File: config.mk
export PLATFORM = sky130hd
export DESIGN_NAME = priority_led_state_arbiter
export DESIGN_NICKNAME = d
export VERILOG_FILES = /design/src/design/plsa_pkg.sv /design/src/design/plsa_ctrl.sv /design/src/design/plsa_dp.sv /design/src/design/priority_led_state_arbiter.sv
export SDC_FILE = /design/constraint.sdc
export NUM_CORES = 2
export LEC_CHECK = 0
export BUFFER_PORTS_ARGS = -buffer_cell sky130_fd_sc_hd__buf_4
export CORE_MARGIN = 2
export CORE_UTILIZATION = 57
export DETAILED_ROUTE_END_ITERATION = 10
export PLACE_DENSITY = 0.81
export RECOVER_POWER = 100
export SLEW_MARGIN = 30
export SYNTH_ARGS = -nofsm -noshare
export SYNTH_HDL_FRONTEND = slang
export SYNTH_HIERARCHICAL = 1
export SYNTH_SLANG_ARGS = --single-unit
File: constraint.sdc
create_clock -name clk_i -period 13.2 [get_ports clk_i]
set_input_delay 3.96 -clock clk_i [delete_from_list [all_inputs] [get_ports clk_i]]
set_output_delay 3.96 -clock clk_i [all_outputs]
set_load 0.005 [all_outputs]
File: src/design/plsa_pkg.sv
package plsa_pkg;

  localparam int NumSources = 3;
  localparam int SrcW       = (NumSources > 1) ? $clog2(NumSources) : 1;

  localparam int TypeW    = 2;
  localparam int ColorW   = 32;
  localparam int FlashW   = 2;
  localparam int TimeW    = 32;
  localparam int BmodeW   = 2;
  localparam int LevelW   = 16;
  localparam int InDataW  = 104;
  localparam int OutDataW = 24;
  localparam int OutPayW  = 19;

  localparam logic [FlashW-1:0] FlashTimed = 2'd1;
  localparam logic [FlashW-1:0] FlashHw    = 2'd2;

  localparam logic [LevelW-1:0] MaxBrightReset = 16'd255;
  localparam logic [24:0]       Recip254       = 25'd16909320;
  localparam logic [7:0]        Div254         = 8'd254;

  typedef struct packed {
    logic [ColorW-1:0] color;
    logic [FlashW-1:0] flash;
    logic [TimeW-1:0]  on_time;
    logic [TimeW-1:0]  off_time;
    logic [BmodeW-1:0] bmode;
  } rec_t;

  typedef rec_t cache_t [NumSources];

  typedef struct packed {
    logic [LevelW-1:0] led_level;
    logic              breath_on;
    logic              driven;
    logic              status;
  } result_t;

  typedef enum logic [3:0] {
    StIdle,
    StWrite,
    StCmp,
    StMula,
    StDiv,
    StLum,
    StProd,
    StRecip,
    StCorr,
    StDone
  } state_e;

  typedef struct packed {
    logic load_req;
    logic cache_we;
    logic compare;
    logic mula;
    logic div;
    logic lum;
    logic prod;
    logic recip;
    logic corr;
    logic load_out;
  } cmd_t;

  typedef struct packed {
    logic unsup;
    logic out_busy;
  } sts_t;

  function automatic rec_t pick_winner(input cache_t c);
    rec_t w;
    logic found;
    w     = c[NumSources-1];
    found = 1'b0;
    for (int i = 0; i < NumSources; i++) begin
      if (!found && (c[i].color[23:0] != 24'd0)) begin
        w     = c[i];
        found = 1'b1;
      end
    end
    return w;
  endfunction

  function automatic logic [7:0] div255(input logic [15:0] x);
    logic [16:0] s;
    s = 17'(x) + 17'(x[15:8]) + 17'd1;
    return s[15:8];
  endfunction

endpackage

File: src/design/plsa_ctrl.sv
module plsa_ctrl import plsa_pkg::*; (
  input  logic clk_i,
  input  logic rst_ni,
  input  logic in_valid_i,
  output logic in_ready_o,
  input  sts_t sts_i,
  output cmd_t cmd_o
);

  state_e state_q, state_d;

  always_ff @(posedge clk_i or negedge rst_ni) begin
    if (!rst_ni) begin
      state_q <= StIdle;
    end else begin
      state_q <= state_d;
    end
  end

  always_comb begin
    state_d = state_q;
    unique case (state_q)
      StIdle: begin
        if (in_valid_i) begin
          state_d = StWrite;
        end
      end
      StWrite: begin
        state_d = sts_i.unsup ? StDone : StCmp;
      end
      StCmp:   state_d = StMula;
      StMula:  state_d = StDiv;
      StDiv:   state_d = StLum;
      StLum:   state_d = StProd;
      StProd:  state_d = StRecip;
      StRecip: state_d = StCorr;
      StCorr:  state_d = StDone;
      StDone: begin
        if (!sts_i.out_busy) begin
          state_d = StIdle;
        end
      end
      default: state_d = StIdle;
    endcase
  end

  always_comb begin
    cmd_o      = '0;
    in_ready_o = 1'b0;
    unique case (state_q)
      StIdle: begin
        in_ready_o     = 1'b1;
        cmd_o.load_req = in_valid_i;
      end
      StWrite: cmd_o.cache_we = !sts_i.unsup;
      StCmp:   cmd_o.compare  = 1'b1;
      StMula:  cmd_o.mula     = 1'b1;
      StDiv:   cmd_o.div      = 1'b1;
      StLum:   cmd_o.lum      = 1'b1;
      StProd:  cmd_o.prod     = 1'b1;
      StRecip: cmd_o.recip    = 1'b1;
      StCorr:  cmd_o.corr     = 1'b1;
      StDone:  cmd_o.load_out = !sts_i.out_busy;
      default: cmd_o = '0;
    endcase
  end

endmodule

File: src/design/plsa_dp.sv
module plsa_dp import plsa_pkg::*; (
  input  logic                clk_i,
  input  logic                rst_ni,
  input  cmd_t                cmd_i,
  output sts_t                sts_o,
  input  logic [InDataW-1:0]  in_data_i,
  input  logic [TypeW-1:0]    in_type_i,
  input  logic                cfg_valid_i,
  input  logic [LevelW-1:0]   cfg_data_i,
  output logic                out_valid_o,
  input  logic                out_ready_i,
  output logic [OutDataW-1:0] out_data_o
);

  logic [LevelW-1:0] max_q;
  logic [TypeW-1:0]  type_q;
  rec_t              req_q;
  cache_t            cache_q;
  rec_t              before_q;
  logic              changed_q;
  logic [ColorW-1:0] win_color_q;
  logic [FlashW-1:0] win_flash_q;
  logic [15:0]       pr_q, pg_q, pb_q;
  logic [7:0]        qr_q, qg_q, qb_q;
  logic [7:0]        lum_q;
  logic [23:0]       prod_q;
  logic [LevelW-1:0] qe_q;
  logic [LevelW-1:0] level_q;
  logic              out_valid_q;
  result_t           out_q;

  logic              unsup;
  logic [SrcW-1:0]   idx;
  rec_t              winner;
  logic [LevelW-1:0] mx;
  logic [LevelW-1:0] mx_m1;
  logic [7:0]        lum_m1;
  logic [15:0]       lum_sum;
  logic [48:0]       recip_p;
  logic [23:0]       qe_mul;
  logic [23:0]       rem;
  logic              bump;
  logic              drv;
  logic              lit;
  logic              brth;
  result_t           res;

  assign unsup   = int'(type_q) >= NumSources;
  assign idx     = SrcW'(type_q);
  assign winner  = pick_winner(cache_q);
  assign mx      = (max_q == '0) ? LevelW'(1) : max_q;
  assign mx_m1   = mx - LevelW'(1);
  assign lum_m1  = lum_q - 8'd1;
  assign lum_sum = 16'd77 * 16'(qr_q) + 16'd150 * 16'(qg_q) + 16'd29 * 16'(qb_q);
  assign recip_p = 49'(prod_q) * 49'(Recip254);
  assign qe_mul  = 24'(qe_q) * 24'(Div254);
  assign rem     = prod_q - qe_mul;
  assign bump    = rem >= 24'(Div254);

  assign drv  = !unsup && changed_q;
  assign lit  = drv && (lum_q != 8'd0);
  assign brth = lit && ((win_flash_q == FlashTimed) || (win_flash_q == FlashHw));

  always_comb begin
    res.status    = unsup;
    res.driven    = drv;
    res.breath_on = brth;
    res.led_level = (lit && !brth) ? level_q : '0;
  end

  always_ff @(posedge clk_i or negedge rst_ni) begin
    if (!rst_ni) begin
      max_q <= MaxBrightReset;
    end else if (cfg_valid_i) begin
      max_q <= cfg_data_i;
    end
  end

  always_ff @(posedge clk_i or negedge rst_ni) begin
    if (!rst_ni) begin
      for (int i = 0; i < NumSources; i++) begin
        cache_q[i] <= '0;
      end
    end else if (cmd_i.cache_we) begin
      cache_q[idx] <= req_q;
    end
  end

  always_ff @(posedge clk_i) begin
    if (cmd_i.load_req) begin
      type_q         <= in_type_i;
      req_q.color    <= in_data_i[31:0];
      req_q.flash    <= in_data_i[33:32];
      req_q.on_time  <= in_data_i[65:34];
      req_q.off_time <= in_data_i[97:66];
      req_q.bmode    <= in_data_i[99:98];
    end
    if (cmd_i.cache_we) begin
      before_q <= winner;
    end
    if (cmd_i.compare) begin
      changed_q   <= winner != before_q;
      win_color_q <= winner.color;
      win_flash_q <= winner.flash;
    end
    if (cmd_i.mula) begin
      pr_q <= 16'(win_color_q[23:16]) * 16'(win_color_q[31:24]);
      pg_q <= 16'(win_color_q[15:8]) * 16'(win_color_q[31:24]);
      pb_q <= 16'(win_color_q[7:0]) * 16'(win_color_q[31:24]);
    end
    if (cmd_i.div) begin
      qr_q <= div255(pr_q);
      qg_q <= div255(pg_q);
      qb_q <= div255(pb_q);
    end
    if (cmd_i.lum) begin
      lum_q <= lum_sum[15:8];
    end
    if (cmd_i.prod) begin
      prod_q <= 24'(lum_m1) * 24'(mx_m1);
    end
    if (cmd_i.recip) begin
      qe_q <= recip_p[47:32];
    end
    if (cmd_i.corr) begin
      level_q <= qe_q + LevelW'(bump) + LevelW'(1);
    end
    if (cmd_i.load_out) begin
      out_q <= res;
    end
  end

  always_ff @(posedge clk_i or negedge rst_ni) begin
    if (!rst_ni) begin
      out_valid_q <= 1'b0;
    end else if (cmd_i.load_out) begin
      out_valid_q <= 1'b1;
    end else if (out_ready_i) begin
      out_valid_q <= 1'b0;
    end
  end

  assign sts_o.unsup    = unsup;
  assign sts_o.out_busy = out_valid_q && !out_ready_i;
  assign out_valid_o    = out_valid_q;
  assign out_data_o     = {(OutDataW - OutPayW)'(0), out_q};

`ifndef SYNTHESIS
  a_no_write_unsup: assert property (@(posedge clk_i) disable iff (!rst_ni)
    cmd_i.cache_we |-> !unsup)
    else $error("cache written for unsupported type");

  a_load_when_free: assert property (@(posedge clk_i) disable iff (!rst_ni)
    cmd_i.load_out |-> !(out_valid_q && !out_ready_i))
    else $error("result overwritten while pending");

  a_level_nonzero: assert property (@(posedge clk_i) disable iff (!rst_ni)
    (cmd_i.corr && (lum_q != 8'd0)) |=> level_q != '0)
    else $error("rescaled level is zero");

  a_status_excl: assert property (@(posedge clk_i) disable iff (!rst_ni)
    out_valid_q |-> !(out_q.status && out_q.driven))
    else $error("unsupported type reported as driven");

  a_breath_excl: assert property (@(posedge clk_i) disable iff (!rst_ni)
    out_valid_q |-> !(out_q.breath_on && (out_q.led_level != '0)))
    else $error("breathing with steady level");
`endif

endmodule

File: src/design/priority_led_state_arbiter.sv
// Channel   Direction  Handshake             Payload
// s_axis    in         tvalid / tready       tuser: light_type; tdata: argb_color,
//                                            flash_mode, flash_on_ms, flash_off_ms,
//                                            bright_mode
// m_axis    out        tvalid / tready       tdata: status, driven, breath_on, led_level
// cfg       in         valid / ready         data: peak LED level
//
// A request is taken only in the idle step; a supported one then runs the fixed
// step sequence of the controller, while an unsupported type goes from write to done.
// The result register lets a new request start while a result is pending; the
// controller holds in its final step only if the previous result is still there.
// Reset clears the three cached source states and sets the peak level to 255.
module priority_led_state_arbiter import plsa_pkg::*; (
  input  logic                clk_i,
  input  logic                rst_ni,
  input  logic                s_axis_tvalid_i,
  output logic                s_axis_tready_o,
  // [31:0] argb_color, [33:32] flash_mode, [65:34] flash_on_ms,
  // [97:66] flash_off_ms, [99:98] bright_mode, [103:100] zero
  input  logic [InDataW-1:0]  s_axis_tdata_i,
  // [1:0] light_type
  input  logic [TypeW-1:0]    s_axis_tuser_i,
  output logic                m_axis_tvalid_o,
  input  logic                m_axis_tready_i,
  // [0] status, [1] driven, [2] breath_on, [18:3] led_level, [23:19] zero
  output logic [OutDataW-1:0] m_axis_tdata_o,
  input  logic                cfg_valid_i,
  output logic                cfg_ready_o,
  input  logic [LevelW-1:0]   cfg_data_i
);

  cmd_t cmd;
  sts_t sts;

  assign cfg_ready_o = 1'b1;

  plsa_ctrl u_ctrl (
    .clk_i      (clk_i),
    .rst_ni     (rst_ni),
    .in_valid_i (s_axis_tvalid_i),
    .in_ready_o (s_axis_tready_o),
    .sts_i      (sts),
    .cmd_o      (cmd)
  );

  plsa_dp u_dp (
    .clk_i       (clk_i),
    .rst_ni      (rst_ni),
    .cmd_i       (cmd),
    .sts_o       (sts),
    .in_data_i   (s_axis_tdata_i),
    .in_type_i   (s_axis_tuser_i),
    .cfg_valid_i (cfg_valid_i),
    .cfg_data_i  (cfg_data_i),
    .out_valid_o (m_axis_tvalid_o),
    .out_ready_i (m_axis_tready_i),
    .out_data_o  (m_axis_tdata_o)
  );

endmodule
==> impl_metrics.ini <==
[cts]
cts_buffer_depth = 3
tritoncts = yes
root_buffer = clkbuf_16
h-tree-depth = 3
numCtsBuffers = 75
post-cts-setup-buffer-count = 0
clkSinkCount = 713
path_clk_slew_ps = 60
cts_hold_buf = 0
clk_latency_ps = 650
cts-resized-gates = 0

[floorplanning]
core-area_um2 = 84900
ioPinCount = 154
die_h_um = 296
start_util = 0.574
die_x_um = 296
row_count = 107
dieArea_um2 = 87800

[detailed_routing]
drc = 0
ant_nets = 0
firstDrtPassIters = 7
avgRoutedWirePerCell_um = 19.2
wirelength_mm = 107
via_per_inst = 5.70
vias = 31803
drt_iter0_markers = 2235

[worst_setup_path]
end_kind = flip-flop
max_stage_delay_ps = 2140
crit_type = flip-flop to flip-flop
crit_family = buffers and inverters
worst-endpoint-arrival_ps = 9800
slowest_stage = clkbuf_1
path_max_fanout = 74
cp_num_buf_inv = 2
crit_chain = nor4_1 -> and4_1 -> nand2_1 -> clkbuf_1 -> clkbuf_1 -> o21ai_0 -> xnor2_1 -> nand4_1 -> nor4_1 -> nand4_1 -> or4_1
startpoint_type = flip-flop
cp_data_required_time_ps = 13560

[global_route]
grt_overflow_total = 0
grt_pass1_wl_mm = 173
grt_max_degree = 122
grt_pass1_vias = 33129
grt_use_total = 0.250
grt_antenna_before_repair = 1

[synthesis]
ys_dominant_reg_cell = edfxtp_1
ys_seq_area_frac = 0.407
ys.warnings.count = 6
synth_top_area_frac = 0.242
synth_edf_count = 392
netlist_top_cells_area = edfxtp_1 (24%), dfrtp_1 (16%), fa_1 (13%)
synth_area_um2 = 48700
ys_async_sr_fraction = 0.450
syn_inst = 4229
ys_ff_latch = 713
yosysMostFrequentCell = inv_1
netlist_top_cells_count = inv_1 (581), ha_1 (468), edfxtp_1 (392), fa_1 (314), dfrtp_1 (313)
avgSynthCellArea_um2 = 11.5
synth_largest_area_cell = edfxtp_1
ys_types = 85

[flow_run]
cap_violations = 21

[timing]
fmax_ghz = 0.106
period_needed_ps = 9450
finalSetupViolations = 0
setup_tns_ps = 0
max_slew_margin = -2.01
tightest_slew_ps = 4520
rsz0062_at_grt = no
slew_violations = 990
finalHoldViolations = 0
min_period_over_period = 0.716
finalClockSkew_ps = 54.3

[layout]
drive_above_1_share = 0.133
area_delta_synth_final_pct = 9.57
fin_nets = 5286
diodes = 0

[status]
status = finished, violations left
violations = max-capacitance violations, max-slew violations

[hold_path]
hp-class = flip-flop to flip-flop

[placed_design]
port_buffers = 143
place.gp.congestion = 0.926
dp_hpwl_mm = 80.3
-- metal layers --
| metal | global-route usage | routed length (um) | share of wire | vias to the layer above |
|---|---|---|---|---|
| met5 | 0 | 0 | 0 | - |
| met2 | 0.431 | 53200 | 0.50 | 993 |
| met4 | 0.111 | 5030 | 0.047 | 0 |
| li1 | - | - | - | 14792 |
| met3 | 0.0318 | 5700 | 0.053 | 249 |
| met1 | 0.316 | 43200 | 0.40 | 15769 |
-- worst register-to-register path, stage by stage (launching register included) --
cell and delay (ps):
dfrtp_1 470, nor4_1 110, and4_1 250, nand2_1 880
clkbuf_1 1950, clkbuf_1 2170, o21ai_0 1060, xnor2_1 630
nand4_1 180, nor4_1 740, nand4_1 130, or4_1 580
-- sequential cells by signal (all words and copies together) (netlist names), 19 cells and up --
signal	count
u_dp/req_q	100
u_dp/before_q	100
u_dp/prod_q	24
u_dp/win_color_q	32
u_dp/out_data_o	19
u_dp/cache_q	300
-- worst paths after layout --
kind	from	endpoint	slack, ps	cells after the start
setup / recovery	u_dp/cache_q[282]	u_dp/changed_q	3750	11
hold / removal	u_dp/cache_q[155]	u_dp/cache_q[155]	500	1
setup reg to reg	u_dp/cache_q[282]	u_dp/changed_q	3750	11
hold reg to reg	u_dp/cache_q[155]	u_dp/cache_q[155]	500	1
max in group asynchronous	rst_ni	u_dp/max_q[12]	4130	2
min in group asynchronous	rst_ni	u_dp/cache_q[217]	3910	1
-- cells by family after synthesis --
family / count (synthesis) / synth area share
AOI/OAI and AO/OA: 558 / 0.0737
and+or+nand+nor: 901 / 0.0926
adders and majority gates: 782 / 0.249
xor gates and xnor gates: 205 / 0.0368
other: 2 / 0.000154
DFF: 713 / 0.407
buffers and inverters: 690 / 0.0556
muxes: 378 / 0.0854
-- cell usage in the layout (no fill, tap or decap), types with 9 or more instances in the layout --
cell	n
a2111oi_0	14
a211oi_1	15
a21boi_0	21
a21o_1	20
a21oi_1	116
a222oi_1	9
a22oi_1	26
a31oi_1	13
and2_0	35
and2_1	117
and3_1	17
buf_4	25
clkbuf_1	51
clkbuf_16	78
clkbuf_4	111
clkinv_2	14
dfrtp_1	313
edfxtp_1	392
fa_1	314
ha_1	468
inv_1	581
mux2_2	299
mux2i_1	76
nand2_1	301
nand2b_1	34
nand3_1	39
nand4_1	23
nor2_1	165
nor2b_1	35
nor3_1	45
nor4_1	27
o211ai_1	9
o21a_1	35
o21ai_0	164
o21bai_1	24
o22ai_1	25
or3_1	12
xnor2_1	145
xor2_1	60
-- through the flow --
step | setup slack (ps) | std cells | hold WS (ps) | util | cell area (um^2)
floorplan | 925 | 4233 | 467 | - | 48700
finish | 3750 | 5584 | 503 | 0.629 | 53400
detailed placement | 4630 | 5440 | 488 | 0.601 | 51000
global placement | 4720 | 5440 | 485 | 0.601 | 51000
CTS | 4560 | 5580 | 502 | 0.632 | 53600
global route | 2970 | 5584 | 512 | 0.629 | 53400
-- area by class of cell --
| type | instances | area [um^2] |
|---|---|---|
| Fill cell | 6469 | 31500 |
| Multi-Input combinational cell | 2830 | 26200 |
| Sequential cell | 713 | 19800 |
| Inverter | 581 | 2180 |
| Clock buffer | 96 | 2070 |
| Tap cell | 1144 | 1430 |
| Timing Repair Buffer | 176 | 1190 |
| Clock inverter | 44 | 513 |
Power is left out: the tool's default activity adds up to more than one toggle a clock period on the data nets, which glitch-free logic cannot reach.
